`src/hdl/negacyclic_poly_mul_mod_macros.svh`:
```
// ----------------------------------------------------------------------------
// Assertion macros for the negacyclic polynomial multiplier
// Shorthand for clocked assertions that are disabled while reset is held.
// ----------------------------------------------------------------------------
`ifndef NEGACYCLIC_POLY_MUL_MOD_MACROS_SVH
`define NEGACYCLIC_POLY_MUL_MOD_MACROS_SVH

// The consequent must hold in the same cycle as the antecedent.
`define NPMM_ASSERT_SAME(lbl, ante, cons, msg) \
	lbl: assert property (@(posedge clk) disable iff (!arst_n) (ante) |-> (cons)) \
		else $error(msg);

// The consequent must hold in the cycle after the antecedent.
`define NPMM_ASSERT_NEXT(lbl, ante, cons, msg) \
	lbl: assert property (@(posedge clk) disable iff (!arst_n) (ante) |=> (cons)) \
		else $error(msg);

`endif

```
`src/hdl/npmm_pkg.sv`:
```
// ----------------------------------------------------------------------------
// npmm_pkg
// Shared constants, codes and controller/datapath interface types.
// ----------------------------------------------------------------------------
package npmm_pkg;

	localparam int MAX_DEGREE_DEF = 1024;
	localparam int COEF_BITS_DEF  = 62;

	localparam int MOD_W     = 63;
	localparam int DEG_W     = 11;
	localparam int REG_IDX_W = 1;

	localparam logic [MOD_W-1:0] MOD_RESET = {1'b1, {(MOD_W-1){1'b0}}};
	localparam logic [DEG_W-1:0] DEG_RESET = 11'd1024;

	localparam logic [REG_IDX_W-1:0] REG_MODULUS = 1'b0;
	localparam logic [REG_IDX_W-1:0] REG_DEGREE  = 1'b1;

	localparam logic OP_LOAD    = 1'b0;
	localparam logic OP_COMPUTE = 1'b1;

	typedef struct packed {
		logic take;
		logic rd;
		logic red_init;
		logic red_step;
		logic mul_init;
		logic mul_step;
		logic acc_step;
		logic finish;
	} npmm_cmd_t;

	typedef struct packed {
		logic op_compute;
		logic in_range;
		logic q_ok;
		logic bit_last;
		logic j_last;
		logic out_free;
	} npmm_sts_t;

endpackage

```
`src/hdl/npmm_ctrl.sv`:
```
// ----------------------------------------------------------------------------
// npmm_ctrl
// Sequencer that steps the datapath through loads, the per-pair modular
// reduce, multiply and accumulate, and the hand-off to the output register.
// ----------------------------------------------------------------------------
module npmm_ctrl (
	input  logic                 clk,
	input  logic                 arst_n,
	input  logic                 in_valid,
	output logic                 in_ready,
	input  npmm_pkg::npmm_sts_t  sts,
	output npmm_pkg::npmm_cmd_t  cmd
);

	localparam logic [2:0] ST_IDLE  = 3'd0;
	localparam logic [2:0] ST_CHECK = 3'd1;
	localparam logic [2:0] ST_READ  = 3'd2;
	localparam logic [2:0] ST_RED   = 3'd3;
	localparam logic [2:0] ST_MULI  = 3'd4;
	localparam logic [2:0] ST_MUL   = 3'd5;
	localparam logic [2:0] ST_ACC   = 3'd6;
	localparam logic [2:0] ST_DONE  = 3'd7;

	logic [2:0] state_q;
	logic [2:0] state_d;

	always_comb begin
		state_d  = state_q;
		cmd      = '0;
		in_ready = 1'b0;
		case (state_q)
			ST_IDLE: begin
				in_ready = 1'b1;
				cmd.take = in_valid;
				if (in_valid && sts.op_compute) begin
					state_d = ST_CHECK;
				end
			end
			ST_CHECK: begin
				if (!sts.in_range) begin
					state_d = ST_IDLE;
				end else if (!sts.q_ok) begin
					state_d = ST_DONE;
				end else begin
					state_d = ST_READ;
				end
			end
			ST_READ: begin
				cmd.rd       = 1'b1;
				cmd.red_init = 1'b1;
				state_d      = ST_RED;
			end
			ST_RED: begin
				cmd.red_step = 1'b1;
				if (sts.bit_last) begin
					state_d = ST_MULI;
				end
			end
			ST_MULI: begin
				cmd.mul_init = 1'b1;
				state_d      = ST_MUL;
			end
			ST_MUL: begin
				cmd.mul_step = 1'b1;
				if (sts.bit_last) begin
					state_d = ST_ACC;
				end
			end
			ST_ACC: begin
				cmd.acc_step = 1'b1;
				state_d      = sts.j_last ? ST_DONE : ST_READ;
			end
			ST_DONE: begin
				if (sts.out_free) begin
					cmd.finish = 1'b1;
					state_d    = ST_IDLE;
				end
			end
			default: begin
				state_d = ST_IDLE;
			end
		endcase
	end

	always_ff @(posedge clk or negedge arst_n) begin
		if (!arst_n) begin
			state_q <= ST_IDLE;
		end else begin
			state_q <= state_d;
		end
	end

endmodule

```
`config.mk`:
```
export PLATFORM = sky130hd
export DESIGN_NAME = npmm_ctrl
export DESIGN_NICKNAME = d
export VERILOG_FILES = /design/src/hdl/negacyclic_poly_mul_mod_macros.svh /design/src/hdl/npmm_pkg.sv /design/src/hdl/npmm_ctrl.sv
export SDC_FILE = /design/constraint.sdc
export NUM_CORES = 1
export LEC_CHECK = 0
export BUFFER_PORTS_ARGS = -buffer_cell sky130_fd_sc_hd__buf_2
export CAP_MARGIN = 40
export CORE_AREA = 4 4 41 43
export CTS_CLUSTER_SIZE = 25
export DETAILED_ROUTE_END_ITERATION = 8
export DIE_AREA = 0 0 45 47
export GPL_ROUTABILITY_DRIVEN = 0
export PLACE_DENSITY = 0.54
export SLEW_MARGIN = 25
export SYNTH_ARGS = -nofsm -noshare
export SYNTH_HDL_FRONTEND = slang
export SYNTH_SLANG_ARGS = --single-unit
```
`constraint.sdc`:
```
create_clock -name clk -period 2.2 [get_ports clk]
set_input_delay 0.11 -clock clk [delete_from_list [all_inputs] [get_ports clk]]
set_output_delay 0.11 -clock clk [all_outputs]
set_load 0.005 [all_outputs]
```
==> flow_metrics.env <==
export IMPL_fin_ws_ns=0.738
export IMPL_hp_class="in -> async"
export IMPL_synthCells=41
export IMPL_numCtsBuffers=3
export IMPL_rsz0062_at_grt="false"
export IMPL_cap_violations=0
export IMPL_n_antenna_cell=0
export IMPL_drc=0
export IMPL_final_layout_size_suffix_gt1_frac=0.431
export IMPL_cts_reportedPaths_clkPinSlew_ns=0.04
export IMPL_crit_path_start_kind="flop"
export IMPL_arrival_ns=1.35
export IMPL_root_buffer="clkbuf_4"
export IMPL_yosys_warnings=0
export IMPL_core_um2=1300
export IMPL_fin_crit_ns=1.46
export IMPL_grt_overflow=0
export IMPL_totalWireLength_um=689
export IMPL_critPathCaptureType="output port"
export IMPL_top_register="state_q"
export IMPL_path_cells="nor3b_1 -> buf_2"
export IMPL_post_route_period_util=0.664
export IMPL_cts_hold_buf=1
export IMPL_slowest_stage="dfrtp_1"
export IMPL_synth_seq_cells=3
export IMPL_nets=68
export IMPL_hold_viol_final=0
export IMPL_slew_headroom=0.627
export IMPL_criticalPathCategory="reg -> out"
export IMPL_hold_ws_ns=0.207
export IMPL_fp_dieH_um=47
export IMPL_syn_num_nets=50
export IMPL_maxSlewViolCount=0
export IMPL_ys_flop_type="dfrtp_1"
export IMPL_dp_slack_ns=0.903
export IMPL_mappedNetlistArea_um2=353
export IMPL_post_synth_cell_area_avg_um2=8.61
export IMPL_place_hpwl_um=539
export IMPL_cpPeakStageDelay_ns=0.68
export IMPL_synth_cell_types=27
export IMPL_status="completed"
export IMPL_grt_pass1_vias=301
export IMPL_synth_edf_count=0
export IMPL_grt_max_degree=18
export IMPL_die_width_um=45
export IMPL_cts_tree="yes"
export IMPL_wl_per_cell_um=9.44
export IMPL_area_delta_synth_final_pct=22.3
export IMPL_vias_per_cell=4.38
export IMPL_seq_area_frac_synth=0.213
export IMPL_top_regs="state_q: 3 flops"
export IMPL_die_area_um2=2120
export IMPL_clock_sinks=3
export IMPL_clock_skew_ns=0.00149
export IMPL_async_flop_share=1.00
export IMPL_ios=18
export IMPL_setup_viol=0
export IMPL_initial_utilization=0.271
export IMPL_critPathMaxFanout=17
export IMPL_grtUsageTotal=0.0745
export IMPL_p_leak_nw=0.223
export IMPL_postCtsSetupBuffers=0
export IMPL_insertion_delay_ns=0.23
export IMPL_drt_iter0_markers=2
export IMPL_num_vias=320
export IMPL_required_ns=2.09
export IMPL_max_freq_mhz=684
export IMPL_antenna_found_initial=0
export IMPL_peakVddDrop_v=0.000374
export IMPL_cellPowerDensity_nw_per_um2=1270
export IMPL_drtAntennaViolNets=0
export IMPL_fin_tns_setup_ns=0
export IMPL_ctsLongestPathBuffers=2
export IMPL_cts_resized_gates=0
export IMPL_largest_reg_flops=3
export IMPL_drt_pass1_iterations=2
export IMPL_rows=13
export IMPL_worst_slew_pin_slew_ns=0.559
export IMPL_io_buffers=17
export IMPL_grt_pass1_wl_um=1190
export IMPL_htree_levels=1
## layout make-up
| class | instances | area, um^2 |
|---|---|---|
| inverter | 3 | 11.3 |
| clock buffer | 4 | 26.3 |
| tap | 15 | 18.8 |
| multi-input combinational | 30 | 205 |
| timing repair buffer | 18 | 95.1 |
| sequential | 3 | 75.1 |
| fill | 152 | 870 |
## report_power, final
part / internal [W] / switching [W] / total [W]
clock network: 0.0000678 / 0.0000259 / 0.0000937
logic: 0.000159 / 0.0000979 / 0.000256
registers: 0.0000837 / 0.000116 / 0.000200
total: 0.000310 / 0.000240 / 0.000550
## kinds of logic (layout without fill, tap and decap cells)
| group | Yosys count | after routing | synth area share |
|---|---|---|---|
| multiplexers | 1 | 1 | 0.0284 |
| flip-flops | 3 | 3 | 0.213 |
| AND/OR/NAND/NOR | 19 | 19 | 0.337 |
| buffers and inverters | 8 | 25 | 0.206 |
| AO/OA/AOI/OAI | 10 | 10 | 0.216 |
## routing by layer
layer  up-vias  global-route usage  share of wire  wire [um]
met3         0                   0          0.049         34
li1        174                   -              -          -
met1       139              0.0986           0.46        314
met2         7               0.119           0.49        340
met5         -                   0              0          0
met4         0              0.0526              0          0
## cells in the mapped netlist, drive strengths merged, types with 3 or more instances
| library cell | number | area share |
|---|---|---|
| nor2 | 6 | 0.064 |
| o21ai | 3 | 0.053 |
| buf | 5 | 0.17 |
| inv | 3 | 0.032 |
| dfrtp | 3 | 0.21 |
| nand2 | 3 | 0.032 |
| nor3b | 3 | 0.078 |
## through the flow
| step | util | area, um^2 | instances | power (W) |
|---|---|---|---|---|
| floorplan | - | 353 | 41 | 0.000475 |
| global placement | 0.304 | 395 | 68 | 0.000464 |
| detailed placement | 0.304 | 395 | 68 | 0.000460 |
| CTS | 0.332 | 432 | 73 | 0.000560 |
| global route | 0.332 | 432 | 73 | 0.000602 |
| finish | 0.332 | 432 | 73 | 0.000550 |
## cell usage in the layout, fill, tap and decap left out
master	count
nor2_1	6
a221o_1	1
nor3_4	1
dlygate4sd3_1	1
o21ai_1	1
o32ai_1	1
inv_1	3
and2_1	1
dfrtp_1	3
a21oi_1	1
or2b_1	1
nor3b_2	1
buf_2	17
clkbuf_1	1
o21ai_0	1
nand2_1	3
a211o_1	1
clkbuf_4	3
a21boi_1	1
o21ai_2	1
mux2i_1	1
nor3b_1	2
a31oi_1	1
nand3b_1	1
nand2b_1	1
nor2b_1	1
and3_2	1
o221a_2	1
## critical path: cells and delay by family (launching register included)
kind                   cells  cell delay (ns)
flip-flops                 1             0.68
AND/OR/NAND/NOR            1             0.28
buffers and inverters      1             0.15
## final timing paths
check,from,to,slack (ns),depth (start not counted)
setup reg to reg,state_q[1]$_DFFE_PN0P_,state_q[0]$_DFFE_PN0P_,0.91,3
setup / recovery,state_q[1]$_DFFE_PN0P_,cmd[5],0.74,2
min in group clk,sts[1],state_q[0]$_DFFE_PN0P_,0.24,3
hold / removal,arst_n,state_q[2]$_DFFE_PN0P_,0.21,2
max in group asynchronous,arst_n,state_q[1]$_DFFE_PN0P_,1.89,2
hold reg to reg,state_q[0]$_DFFE_PN0P_,state_q[0]$_DFFE_PN0P_,0.75,2
(Power assumes the default switching activity.)
